File: config.mk
export PLATFORM = sky130hd
export DESIGN_NAME = aabb_contact_tracker
export DESIGN_NICKNAME = d
export VERILOG_FILES = /design/src/rtl/core/act_pkg.sv /design/src/rtl/core/act_front.sv /design/src/rtl/core/act_back.sv /design/src/rtl/core/aabb_contact_tracker.sv
export SDC_FILE = /design/constraint.sdc
export NUM_CORES = 2
export LEC_CHECK = 0
export BUFFER_PORTS_ARGS = -buffer_cell sky130_fd_sc_hd__buf_2
export CORE_MARGIN = 10
export CORE_UTILIZATION = 45
export CTS_BUF_LIST = sky130_fd_sc_hd__clkbuf_16
export DETAILED_ROUTE_END_ITERATION = 8
export HOLD_SLACK_MARGIN = 0.12
export PLACE_DENSITY = 0.69
export SLEW_MARGIN = 0
export SYNTH_ARGS = -nofsm -noshare
export SYNTH_HDL_FRONTEND = slang
export SYNTH_SLANG_ARGS = --single-unit
File: constraint.sdc
create_clock -name clock -period 14.15 [get_ports clock]
set_input_delay 1.415 -clock clock [delete_from_list [all_inputs] [get_ports clock]]
set_output_delay 1.415 -clock clock [all_outputs]
set_load 0.03 [all_outputs]
File: src/rtl/core/act_pkg.sv
// shared types, codes and constants of the box contact tracker
package act_pkg;

   localparam int MAX_BODIES_DEF = 16;
   localparam int QUEUE_DEPTH    = 2;

   // request action codes
   localparam logic [1:0] ACT_WRITE  = 2'd0;
   localparam logic [1:0] ACT_REMOVE = 2'd1;
   localparam logic [1:0] ACT_CHECK  = 2'd2;
   localparam logic [1:0] ACT_UNUSED = 2'd3;

   // contact event codes
   localparam logic [1:0] EV_NONE  = 2'd0;
   localparam logic [1:0] EV_ENTER = 2'd1;
   localparam logic [1:0] EV_STAY  = 2'd2;
   localparam logic [1:0] EV_EXIT  = 2'd3;

   typedef struct packed {
      logic signed [15:0] x;
      logic signed [15:0] y;
      logic [15:0]        w;
      logic [15:0]        h;
      logic [7:0]         owner;
   } box_type;

   typedef struct packed {
      logic [1:0] action;
      logic [3:0] slot;
      box_type    box;
   } cmd_type;

endpackage

File: src/rtl/core/act_front.sv
// request intake: drops meaningless requests and queues the rest
module act_front #(
   parameter int MAX_BODIES = act_pkg::MAX_BODIES_DEF
) (
   input  logic                clock,
   input  logic                reset,
   input  logic                req_valid,
   output logic                req_ready,
   input  logic [1:0]          req_action,
   input  logic [3:0]          req_body_index,
   input  logic signed [15:0]  req_pos_x,
   input  logic signed [15:0]  req_pos_y,
   input  logic [15:0]         req_box_width,
   input  logic [15:0]         req_box_height,
   input  logic [7:0]          req_owner_tag,
   output logic                cmd_valid,
   output act_pkg::cmd_type    cmd,
   input  logic                cmd_pop
);

   localparam int DEPTH = act_pkg::QUEUE_DEPTH;
   localparam int PTR_W = (DEPTH > 1) ? $clog2(DEPTH) : 1;
   localparam int CNT_W = $clog2(DEPTH + 1);

   act_pkg::cmd_type   q_ff [DEPTH];
   logic [PTR_W-1:0]   wr_ptr_ff, wr_ptr_in;
   logic [PTR_W-1:0]   rd_ptr_ff, rd_ptr_in;
   logic [CNT_W-1:0]   count_ff, count_in;
   logic               keep;
   logic               push;
   logic               pop;
   act_pkg::cmd_type   new_cmd;

   assign req_ready = (count_ff != CNT_W'(DEPTH));
   assign cmd_valid = (count_ff != '0);
   assign cmd       = q_ff[rd_ptr_ff];

   // action code three and slots past the table are taken and dropped
   assign keep = (req_action != act_pkg::ACT_UNUSED) &&
                 (int'(req_body_index) < MAX_BODIES);
   assign push = req_valid && req_ready && keep;
   assign pop  = cmd_pop && cmd_valid;

   always_comb begin
      new_cmd.action    = req_action;
      new_cmd.slot      = req_body_index;
      new_cmd.box.x     = req_pos_x;
      new_cmd.box.y     = req_pos_y;
      new_cmd.box.w     = req_box_width;
      new_cmd.box.h     = req_box_height;
      new_cmd.box.owner = req_owner_tag;
   end

   always_comb begin
      wr_ptr_in = wr_ptr_ff;
      rd_ptr_in = rd_ptr_ff;
      count_in  = count_ff;
      if (push) begin
         wr_ptr_in = (wr_ptr_ff == PTR_W'(DEPTH - 1)) ? '0 : wr_ptr_ff + 1'b1;
      end
      if (pop) begin
         rd_ptr_in = (rd_ptr_ff == PTR_W'(DEPTH - 1)) ? '0 : rd_ptr_ff + 1'b1;
      end
      if (push && !pop) begin
         count_in = count_ff + 1'b1;
      end else if (pop && !push) begin
         count_in = count_ff - 1'b1;
      end
   end

   always_ff @(posedge clock) begin
      if (reset) begin
         wr_ptr_ff <= '0;
         rd_ptr_ff <= '0;
         count_ff  <= '0;
      end else begin
         wr_ptr_ff <= wr_ptr_in;
         rd_ptr_ff <= rd_ptr_in;
         count_ff  <= count_in;
      end
   end

   always_ff @(posedge clock) begin
      if (push) begin
         q_ff[wr_ptr_ff] <= new_cmd;
      end
   end

endmodule

File: src/rtl/core/act_back.sv
// command executor: body table, contact matrix, slot scan and result register
module act_back #(
   parameter int MAX_BODIES = act_pkg::MAX_BODIES_DEF
) (
   input  logic              clock,
   input  logic              reset,
   input  logic              cmd_valid,
   input  act_pkg::cmd_type  cmd,
   output logic              cmd_pop,
   output logic              rsp_valid,
   input  logic              rsp_ready,
   output logic [3:0]        rsp_other_index,
   output logic [1:0]        rsp_contact_event,
   output logic              rsp_last_flag
);

   localparam int IDX_W = (MAX_BODIES > 1) ? $clog2(MAX_BODIES) : 1;
   localparam int CNT_W = $clog2(MAX_BODIES + 1);

   localparam logic [1:0] ST_IDLE  = 2'd0;
   localparam logic [1:0] ST_LOAD  = 2'd1;
   localparam logic [1:0] ST_SCAN  = 2'd2;
   localparam logic [1:0] ST_FLUSH = 2'd3;

   act_pkg::box_type       box_mem [MAX_BODIES];
   act_pkg::box_type       rd_ff;
   act_pkg::box_type       self_ff, self_in;
   logic [IDX_W-1:0]       self_slot_ff, self_slot_in;
   logic [1:0]             state_ff, state_in;
   logic [IDX_W-1:0]       cand_ff, cand_in;
   logic                   dv_ff, dv_in;
   logic [CNT_W-1:0]       rd_idx_ff, rd_idx_in;
   logic                   pend_valid_ff, pend_valid_in;
   logic [IDX_W-1:0]       pend_idx_ff, pend_idx_in;
   logic [1:0]             pend_ev_ff, pend_ev_in;
   logic                   out_valid_ff, out_valid_in;
   logic [3:0]             out_idx_ff, out_idx_in;
   logic [1:0]             out_ev_ff, out_ev_in;
   logic                   out_last_ff, out_last_in;
   logic [MAX_BODIES-1:0]  valid_ff, valid_in;
   logic [MAX_BODIES-1:0]  contact_ff [MAX_BODIES];
   logic [MAX_BODIES-1:0]  contact_in [MAX_BODIES];

   logic [IDX_W-1:0]       cmd_slot;
   logic                   out_free;
   logic                   hit;
   logic                   had;
   logic                   qual;
   logic                   stall;
   logic [1:0]             ev;
   logic                   mem_wr_en;
   logic                   mem_rd_en;
   logic [IDX_W-1:0]       mem_rd_addr;

   // half-open boxes overlap; sums are exact at 18 bits signed
   function automatic logic touches(act_pkg::box_type a, act_pkg::box_type b);
      logic signed [17:0] ax, ay, bx, by, ax_end, ay_end, bx_end, by_end;
      ax     = {{2{a.x[15]}}, a.x};
      ay     = {{2{a.y[15]}}, a.y};
      bx     = {{2{b.x[15]}}, b.x};
      by     = {{2{b.y[15]}}, b.y};
      ax_end = ax + $signed({2'b00, a.w});
      ay_end = ay + $signed({2'b00, a.h});
      bx_end = bx + $signed({2'b00, b.w});
      by_end = by + $signed({2'b00, b.h});
      return (ax < bx_end) && (ax_end > bx) && (ay < by_end) && (ay_end > by);
   endfunction

   assign cmd_slot = IDX_W'(cmd.slot);
   assign out_free = !out_valid_ff || rsp_ready;

   assign hit   = touches(self_ff, rd_ff);
   assign had   = contact_ff[self_slot_ff][cand_ff];
   assign qual  = dv_ff && (cand_ff != self_slot_ff) && valid_ff[cand_ff] &&
                  (rd_ff.owner != self_ff.owner);
   assign stall = qual && pend_valid_ff && !out_free;

   always_comb begin
      if (hit && had) begin
         ev = act_pkg::EV_STAY;
      end else if (hit) begin
         ev = act_pkg::EV_ENTER;
      end else if (had) begin
         ev = act_pkg::EV_EXIT;
      end else begin
         ev = act_pkg::EV_NONE;
      end
   end

   always_comb begin
      state_in      = state_ff;
      self_in       = self_ff;
      self_slot_in  = self_slot_ff;
      cand_in       = cand_ff;
      dv_in         = dv_ff;
      rd_idx_in     = rd_idx_ff;
      pend_valid_in = pend_valid_ff;
      pend_idx_in   = pend_idx_ff;
      pend_ev_in    = pend_ev_ff;
      out_valid_in  = out_valid_ff && !rsp_ready;
      out_idx_in    = out_idx_ff;
      out_ev_in     = out_ev_ff;
      out_last_in   = out_last_ff;
      valid_in      = valid_ff;
      contact_in    = contact_ff;
      cmd_pop       = 1'b0;
      mem_wr_en     = 1'b0;
      mem_rd_en     = 1'b0;
      mem_rd_addr   = cmd_slot;

      unique case (state_ff)
         ST_IDLE: begin
            if (cmd_valid) begin
               cmd_pop = 1'b1;
               unique case (cmd.action)
                  act_pkg::ACT_WRITE: begin
                     mem_wr_en = 1'b1;
                     if (!valid_ff[cmd_slot]) begin
                        for (int r = 0; r < MAX_BODIES; r++) begin
                           contact_in[r][cmd_slot] = 1'b0;
                        end
                        contact_in[cmd_slot] = '0;
                     end
                     valid_in[cmd_slot] = 1'b1;
                  end
                  act_pkg::ACT_REMOVE: begin
                     for (int r = 0; r < MAX_BODIES; r++) begin
                        contact_in[r][cmd_slot] = 1'b0;
                     end
                     contact_in[cmd_slot] = '0;
                     valid_in[cmd_slot]   = 1'b0;
                  end
                  act_pkg::ACT_CHECK: begin
                     if (valid_ff[cmd_slot]) begin
                        mem_rd_en    = 1'b1;
                        self_slot_in = cmd_slot;
                        state_in     = ST_LOAD;
                     end
                  end
                  default: begin
                  end
               endcase
            end
         end
         ST_LOAD: begin
            self_in     = rd_ff;
            mem_rd_en   = 1'b1;
            mem_rd_addr = '0;
            cand_in     = '0;
            dv_in       = 1'b1;
            rd_idx_in   = CNT_W'(1);
            state_in    = ST_SCAN;
         end
         ST_SCAN: begin
            if (!stall) begin
               if (qual) begin
                  contact_in[self_slot_ff][cand_ff] = hit;
                  if (pend_valid_ff) begin
                     out_valid_in = 1'b1;
                     out_idx_in   = 4'(pend_idx_ff);
                     out_ev_in    = pend_ev_ff;
                     out_last_in  = 1'b0;
                  end
                  pend_valid_in = 1'b1;
                  pend_idx_in   = cand_ff;
                  pend_ev_in    = ev;
               end
               if (rd_idx_ff < CNT_W'(MAX_BODIES)) begin
                  mem_rd_en   = 1'b1;
                  mem_rd_addr = rd_idx_ff[IDX_W-1:0];
                  cand_in     = rd_idx_ff[IDX_W-1:0];
                  dv_in       = 1'b1;
                  rd_idx_in   = rd_idx_ff + 1'b1;
               end else begin
                  dv_in    = 1'b0;
                  state_in = ST_FLUSH;
               end
            end
         end
         ST_FLUSH: begin
            if (!pend_valid_ff) begin
               state_in = ST_IDLE;
            end else if (out_free) begin
               out_valid_in  = 1'b1;
               out_idx_in    = 4'(pend_idx_ff);
               out_ev_in     = pend_ev_ff;
               out_last_in   = 1'b1;
               pend_valid_in = 1'b0;
               state_in      = ST_IDLE;
            end
         end
         default: begin
            state_in = ST_IDLE;
         end
      endcase
   end

   always_ff @(posedge clock) begin
      if (reset) begin
         state_ff      <= ST_IDLE;
         dv_ff         <= 1'b0;
         pend_valid_ff <= 1'b0;
         out_valid_ff  <= 1'b0;
         valid_ff      <= '0;
         for (int r = 0; r < MAX_BODIES; r++) begin
            contact_ff[r] <= '0;
         end
      end else begin
         state_ff      <= state_in;
         dv_ff         <= dv_in;
         pend_valid_ff <= pend_valid_in;
         out_valid_ff  <= out_valid_in;
         valid_ff      <= valid_in;
         contact_ff    <= contact_in;
      end
   end

   always_ff @(posedge clock) begin
      self_ff      <= self_in;
      self_slot_ff <= self_slot_in;
      cand_ff      <= cand_in;
      rd_idx_ff    <= rd_idx_in;
      pend_idx_ff  <= pend_idx_in;
      pend_ev_ff   <= pend_ev_in;
      out_idx_ff   <= out_idx_in;
      out_ev_ff    <= out_ev_in;
      out_last_ff  <= out_last_in;
   end

   always_ff @(posedge clock) begin
      if (mem_wr_en) begin
         box_mem[cmd_slot] <= cmd.box;
      end
   end

   always_ff @(posedge clock) begin
      if (mem_rd_en) begin
         rd_ff <= box_mem[mem_rd_addr];
      end
   end

   assign rsp_valid         = out_valid_ff;
   assign rsp_other_index   = out_idx_ff;
   assign rsp_contact_event = out_ev_ff;
   assign rsp_last_flag     = out_last_ff;

endmodule

File: src/rtl/core/aabb_contact_tracker.sv
// top level of the axis-aligned box contact tracker
//
// req_ channel: one transaction per command. action 0 writes a body box
// (corner, width, height, owner), action 1 removes a body, action 2 checks
// one body against every other valid body of a different owner. action 3
// and slots at or past MAX_BODIES are taken and dropped.
// rsp_ channel: one transaction per compared pair of a check, in rising
// slot order, carrying the other slot, the event (none, enter, stay, exit)
// and a last flag on the final one. writes and removes give no transaction.
// a two-entry command queue parts intake from execution, so req_ready stays
// high while the executor works, until the queue fills.
// steps: a write or remove takes effect as the executor pops it from the
// queue. a check of a valid body reads the checked body in a load state,
// then makes one table read per slot through the single read port of the
// body table, then passes on the final result in a flush state. the executor
// takes no further command from the queue until the check has finished.
// reset: clears all slot valid bits, the contact matrix, the queue and the
// result register; box contents stay unknown until written.
// a stalled receiver holds the result register; the scan then pauses at the
// second result it cannot pass on, and the queue fills behind it.
module aabb_contact_tracker #(
   parameter int MAX_BODIES = act_pkg::MAX_BODIES_DEF
) (
   input  logic               clock,
   input  logic               reset,
   input  logic               req_valid,
   output logic               req_ready,
   input  logic [1:0]         req_action,
   input  logic [3:0]         req_body_index,
   input  logic signed [15:0] req_pos_x,
   input  logic signed [15:0] req_pos_y,
   input  logic [15:0]        req_box_width,
   input  logic [15:0]        req_box_height,
   input  logic [7:0]         req_owner_tag,
   output logic               rsp_valid,
   input  logic               rsp_ready,
   output logic [3:0]         rsp_other_index,
   output logic [1:0]         rsp_contact_event,
   output logic               rsp_last_flag
);

   // queue head toward the executor
   logic             cmd_valid;
   act_pkg::cmd_type cmd;
   logic             cmd_pop;

   // intake: filters dropped commands and buffers the rest
   act_front #(
      .MAX_BODIES (MAX_BODIES)
   ) u_front (
      .clock          (clock),
      .reset          (reset),
      .req_valid      (req_valid),
      .req_ready      (req_ready),
      .req_action     (req_action),
      .req_body_index (req_body_index),
      .req_pos_x      (req_pos_x),
      .req_pos_y      (req_pos_y),
      .req_box_width  (req_box_width),
      .req_box_height (req_box_height),
      .req_owner_tag  (req_owner_tag),
      .cmd_valid      (cmd_valid),
      .cmd            (cmd),
      .cmd_pop        (cmd_pop)
   );

   // executor: body table, contact matrix and the per-slot scan
   act_back #(
      .MAX_BODIES (MAX_BODIES)
   ) u_back (
      .clock             (clock),
      .reset             (reset),
      .cmd_valid         (cmd_valid),
      .cmd               (cmd),
      .cmd_pop           (cmd_pop),
      .rsp_valid         (rsp_valid),
      .rsp_ready         (rsp_ready),
      .rsp_other_index   (rsp_other_index),
      .rsp_contact_event (rsp_contact_event),
      .rsp_last_flag     (rsp_last_flag)
   );

endmodule

Word-level counts from Yosys, hierarchy flattened
Memories as Yosys holds them, arrays and structs flattened. A register that Yosys moved wholly into a read port is not among the register bits.
Cells that the tools add are included.

cells by class
  bitwise logic cells = 24
  add/sub/neg operators = 9
  reductions and logical operators = 42
  magnitude comparators = 13
  multiplexer cells = 96
  eq/ne operators = 22

operator list
  cell                                            count
  2-to-1 mux 256 bit                              4
  one-hot mux 256 bit (2 select lines)            2
  bitwise AND 16 bit                              17
  bitwise AND 256 bit                             1
  bitwise mux 256 bit                             1
  inverter 256 bit                                1
  demux 16 bit (select 4 bit)                     2
  adder 16 x 17 -> 18 bit                         4
  binary-select mux 16 bit (select 4 bit)         1
  2-to-1 mux 16 bit                               4
  2-to-1 mux 1 bit                                38
  > comparator 18 x 16 -> 1 bit                   2
  < comparator 16 x 18 -> 1 bit                   2
  2-to-1 mux 4 bit                                9
  2-to-1 mux 2 bit                                16
  one-hot mux 16 bit (2 select lines)             1
  one-hot mux 4 bit (2 select lines)              3
  logical AND 1 bit                               19
  AND reduction 6 bit                             3
  inverter 16 bit                                 1
  OR 16 bit                                       1
  binary-select mux 1 bit (select 4 bit)          3
  != test 2 x 1 -> 1 bit (second input constant)  6
  != test 2 bit (second input constant)           6
  30 further kinds                                59

word-level totals
  output and inout bits = 9
  register bits after elaboration = 379
  logic and storage cells = 245
  memories = 2
  RAM bits = 1308
  bits of input ports = 82

memory list
  memory          depth  width  read ports  clocked after memory_dff  write ports  line             source
  u_back.box_mem  16     72     1           1                         1            act_back.sv:25   act_pkg::box_type box_mem [MAX_BODIES];
  u_front.q_ff    2      78     1           1                         1            act_front.sv:25  act_pkg::cmd_type q_ff [DEPTH];

Longest topological paths before layout
  word-level depth = 11
  depth in mapped cells = 23
  depth with buffers taken out = 21

By module
A second synthesis with hierarchy kept.

unflattened totals
  cell total of the unflattened synthesis = 5457
  area, all modules = 77156.5 µm²

by module, submodules not included
  module     sequential area each (µm²)  cells an instance  instances  area an instance (µm²)
  act_back   45243.4                     5189               1          71204.5
  act_front  4784.6                      268                1          5952.0

Worst setup path after synthesis
No wires, ideal clock.

  path kind = flip-flop to flip-flop
  start = reg u_back.state_ff[1]
  end = reg u_back.rd_ff[0] (netlist name)
  cell stages (with the launch flop) = 5
  arrival = 5.345 ns
  slack = 8.303 ns
  required time = 13.647 ns
  path through = dfxtp_1 inv_1 ha_1 a211oi_1 nor2_1

on the way
  longest elaborated chain between the ends = 2

ends and longest elaborated chain
  element                                 line             source
  start, declared                         act_back.sv:29   logic [1:0] state_ff, state_in;
  start signal, assigned                  act_back.sv:209  state_ff <= state_in;
  == test 2 bit (tied with other cells)   act_back.sv:111  unique case (state_ff)
  one-hot mux 1 bit (3 select lines) (*)  act_back.sv:111
  named net u_back.mem_rd_en              act_back.sv:52   logic mem_rd_en;

The timed path passes the listed nets; every way through them passes the cells marked *.
A chain may end at the register's enable or synchronous reset.

Worst setup path after layout
  start = reg u_back.cand_ff[0]
  end = reg u_back.rd_ff[13] (netlist name)

on the way
  longest elaborated chain between the ends = 8

ends and longest elaborated chain
  element                                                                                          line             source
  start, declared                                                                                  act_back.sv:30   logic [IDX_W-1:0] cand_ff, cand_in;
  start signal, assigned                                                                           act_back.sv:221  cand_ff <= cand_in;
  binary-select mux 1 bit (select 4 bit) / != test 4 bit (equally long branches)                   act_back.sv:74   assign qual = dv_ff && (cand_ff != self_slot_ff) && valid_ff[cand_ff] &&
  2-to-1 mux 1 bit (implied by the code) / logical AND 1 bit (equally long branches)               act_back.sv:74
  logical AND 1 bit (*) (2 in series)                                                              act_back.sv:74
  logical AND 1 bit (*) (2 in series)                                                              act_back.sv:76   assign stall = qual && pend_valid_ff && !out_free;
  2-to-1 mux 1 bit / 2-to-1 mux 4 bit (equally long branches)                                      act_back.sv:155  if (!stall) begin
  one-hot mux 1 bit (3 select lines) / one-hot mux 4 bit (2 select lines) (equally long branches)  act_back.sv:111

Mark *: on every way between the ends. The rest lies on a longest branch, timed or not. The select of a mux whose other input is x is not followed.

==> flow_summary_export.csv <==
group,metric,value,unit
final_layout,fin_util,0.498,
detailed_routing,viasPerCell,6.33,
timing,fin_hold_ws,0.407,ns
final_layout,fillers,14600,
critical_path,crit_chain,"mux4_2 -> a22oi_1 -> nand3_2 -> a31oi_4 -> nand3_1 -> nand2_4 -> buf_4 -> buf_4 -> buf_4 -> mux2i_1 -> a221oi_1 -> or4_1",
clock_network,cts_buffers,177,
power_and_ir_drop,p_leak,28.3,nW
power_and_ir_drop,power_frac_seq,0.430,
global_route,grt_pass1_wl,325,mm
critical_path,path_class,"reg2reg",
critical_path,worst_ep_arrival_time,7.34,ns
timing,tightest_slew,1.53,ns
synthesis,yosys.area_share.simple,0.0880,
timing,period_share,0.481,
synthesis,ys_ff_latch,1760,
placed_design,dpl.hpwl,118,mm
detailed_routing,drc,0,
power_and_ir_drop,total_power,14.8,mW
power_and_ir_drop,power_density,173,nW/µm²
floorplanning,core,172000,µm²
final_layout,nNetsFinal,6080,
synthesis,synth_warnings,0,
synthesis,synth.avg_cell_area,13.0,µm²
critical_path,regToRegStartpoint,"u_back.cand_ff[0]",
clock_network,clock_sinks,1760,
detailed_routing,wl_per_cell,26.4,µm
synthesis,synth_cells,5977,
timing,setup_ws,7.34,ns
clock_network,ctsHoldBuffers,0,
synthesis,synthArstFlopShare,0,
run_status,outcome,"complete, but fails checks",
floorplanning,die_h,435,µm
floorplanning,start_util,0.452,
synthesis,synth_mux_area_frac,0.0760,
power_and_ir_drop,p_int,9.92,mW
timing,max-slew-margin-rel,-0.0225,
power_and_ir_drop,power_frac_comb,0.272,
timing,setup_tns,0,ns
detailed_routing,drt_iter0_drc,7026,
detailed_routing,final_antenna_net_count,0,
power_and_ir_drop,power.switching,4.89,mW
detailed_routing,vias,52600,
timing,finalHoldViolCount,0,
placed_design,dp.cells,7981,
placed_design,pre_cts_ws,7.26,ns
min_path,worstHoldStart,"u_back.pend_ev_ff[0]",
global_route,antenna_found_initial,11,
critical_path,cpMostUsedCell,"buf_4",
placed_design,dpl-instance-area,80100,µm²
critical_path,r2r_cells,12,
placed_design,numPortBuffers,90,
critical_path,cp_max_fo,71,
run_status,failed_checks,"max-slew violations",
flow_run,maxCapViolations,0,
clock_network,htree_levels,4,
critical_path,r2r-end,"u_back.rd_ff[13]",
synthesis,synth.top_cell.area_share,0.572,
timing,setup_viol,0,
final_layout,area_growth,10.2,%
power_and_ir_drop,clkPwrFrac,0.298,
global_route,grt-ovfl-total,0,
critical_path,slowest_delay,1.11,ns
power_and_ir_drop,peakVddDrop,0.156,mV
floorplanning,fp-row-count,152,
min_path,hold_class,"reg2reg",
clock_network,cts_setup_buffers,0,
clock_network,insertion_delay,0.84,ns
timing,maxSlewViolCount,118,
clock_network,clockBufferDepth,3,
synthesis,yosys.area.top_type,"edfxtp_1",
detailed_routing,wl,219,mm
timing,rsz0062_at_grt,"no",
timing,fin_crit,6.81,ns
synthesis,synth-compound-area-share,0.126,
global_route,grt_pass1_vias,50400,
synthesis,synthFlopType,"edfxtp_1",
global_route,grtUsageTotal,0.221,
timing,fmaxAchievable,147,MHz
synthesis,synth_area_leaders,"edfxtp_1 (57%), dfxtp_1 (7.3%), mux2i_1 (4.0%), a21oi_1 (3.3%), a221oi_1 (3.3%)",
timing,final.setup_skew,0.0310,ns
critical_path,required,14.69,ns
clock_network,cts_resized,0,
final_layout,layout-drive-gt1-share,0.109,
critical_path,critPathBufInv,3,
final_layout,design_area,85500,µm²
clock_network,clock-root-buffer,"clkbuf_16",
placed_design,place_congestion,0.894,
synthesis,synth_edf_count,1478,
critical_path,ff2ff_setup_slack,7.34,ns
synthesis,synth_top_family_by_area,"compound AO/OA/AOI/OAI gates",
floorplanning,die_area,189000,µm²
synthesis,synth_cell_types,71,
global_route,grt_max_degree,242,
critical_path,critical_path.top_delay_family,"buffers and inverters",
synthesis,seq_area_frac_synth,0.645,
clock_network,clkTransAtPathRegs,0.06,ns
floorplanning,ios,91,
synthesis,synth_fa_ha_area_frac,0.0242,
min_path,whs_path_depth,0,
floorplanning,die_w,435,µm
synthesis,synth_xor_area_frac,0.00891,
min_path,worstHoldEndpoint,"u_back.rsp_contact_event[0]",
synthesis,syn_nets,6207,
detailed_routing,drt_pass1_iterations,9,
critical_path,endpoint_kind,"flip-flop",
critical_path,start_kind,"flip-flop",
critical_path,cp_slowest_cell,"edfxtp_1",
final_layout,instances_no_fill,8306,
synthesis,syn_area,77600,µm²
power_and_ir_drop,switching_share,0.330,
clock_network,cts_tree,"built",
## worst max path at each step
stage | to | from | cells after the start
floorplan | u_back.rd_ff[0] | u_back.state_ff[1] | 4
global placement | u_back.rd_ff[13] | rsp_ready | 12
detailed placement | u_back.rd_ff[13] | rsp_ready | 12
CTS | u_back.rd_ff[13] | u_back.cand_ff[0] | 12
global route | u_back.rd_ff[13] | u_back.cand_ff[0] | 12
finish | u_back.rd_ff[13] | u_back.cand_ff[0] | 12
## final cells by class
type	count	area, µm²	area share
well taps	2310	2890	0.0338
clock buffers	180	4500	0.0527
clock inverters	138	918	0.0107
inverters	130	523	0.00612
diodes	7	17.5	0.000205
flip-flops and latches	1760	50000	0.585
multi-input cells	3599	25400	0.297
repair buffers	182	1250	0.0146
## power groups by stage
stage                     registers (mW)  clock network (mW)  logic, mW
after floorplan                     6.40                   0       2.85
after global placement              6.47                   0       3.86
after detailed placement            6.48                   0       3.95
after CTS                           6.37                4.48       3.96
after global routing                6.38                4.68       4.36
final                               6.37                4.42       4.02
## synth_stat cells, drive strengths merged (95+ instances only)
cell,instances
edfxtp,1478
a21oi,518
o21ai,504
nand2,408
clkbuf,351
mux2i,312
a221oi,289
dfxtp,282
nand4,255
ha,144
nor2,143
buf,137
inv,129
nor2b,106
a31oi,95
## routing by layer
metal | global-route usage | routed length (µm)
met5 | 0 | 11
met2 | 0.351 | 102000
met4 | 0.0960 | 9620
met1 | 0.296 | 87000
met3 | 0.0436 | 20600
## flip-flops by register name, indices dropped and copies added, names as in the netlist, 4 cells and up, named ones only
signal	cells
u_back.contact_ff	256
u_back.rd_ff	72
u_back.pend_idx_ff	4
u_front.q_ff	156
u_back.box_mem	1152
u_back.rd_idx_ff	5
u_back.cand_ff	4
u_back.self_ff	72
u_back.rsp_other_index	4
u_back.self_slot_ff	4
## cell usage in the layout, fill, tap and decap left out, types with 59 or more instances in the layout
cell          n
inv_1       148
nand2_1     406
buf_2        89
ha_1        142
nand3b_1     83
a221oi_1    289
a31oi_1      94
nand3_1      59
nand2b_1     77
buf_4        84
a21oi_1     516
clkbuf_16   180
or4_1        72
edfxtp_1   1478
nor2_1      133
o21ai_0     467
mux2_2       78
nand4_1     255
mux4_2       84
nor2b_1     104
dfxtp_1     281
mux2i_1     310
## logic make-up (layout without fill, tap and decap cells)
group,after synthesis,after routing
buf+inv,618,630
mux,474,474
compound gates,1599,1599
simple gates,1299,1299
other cells,0,7
fa+ha+maj,148,148
flops,1760,1760
xor+xnor,79,79
No activity file was read; power rests on OpenSTA's default activity.
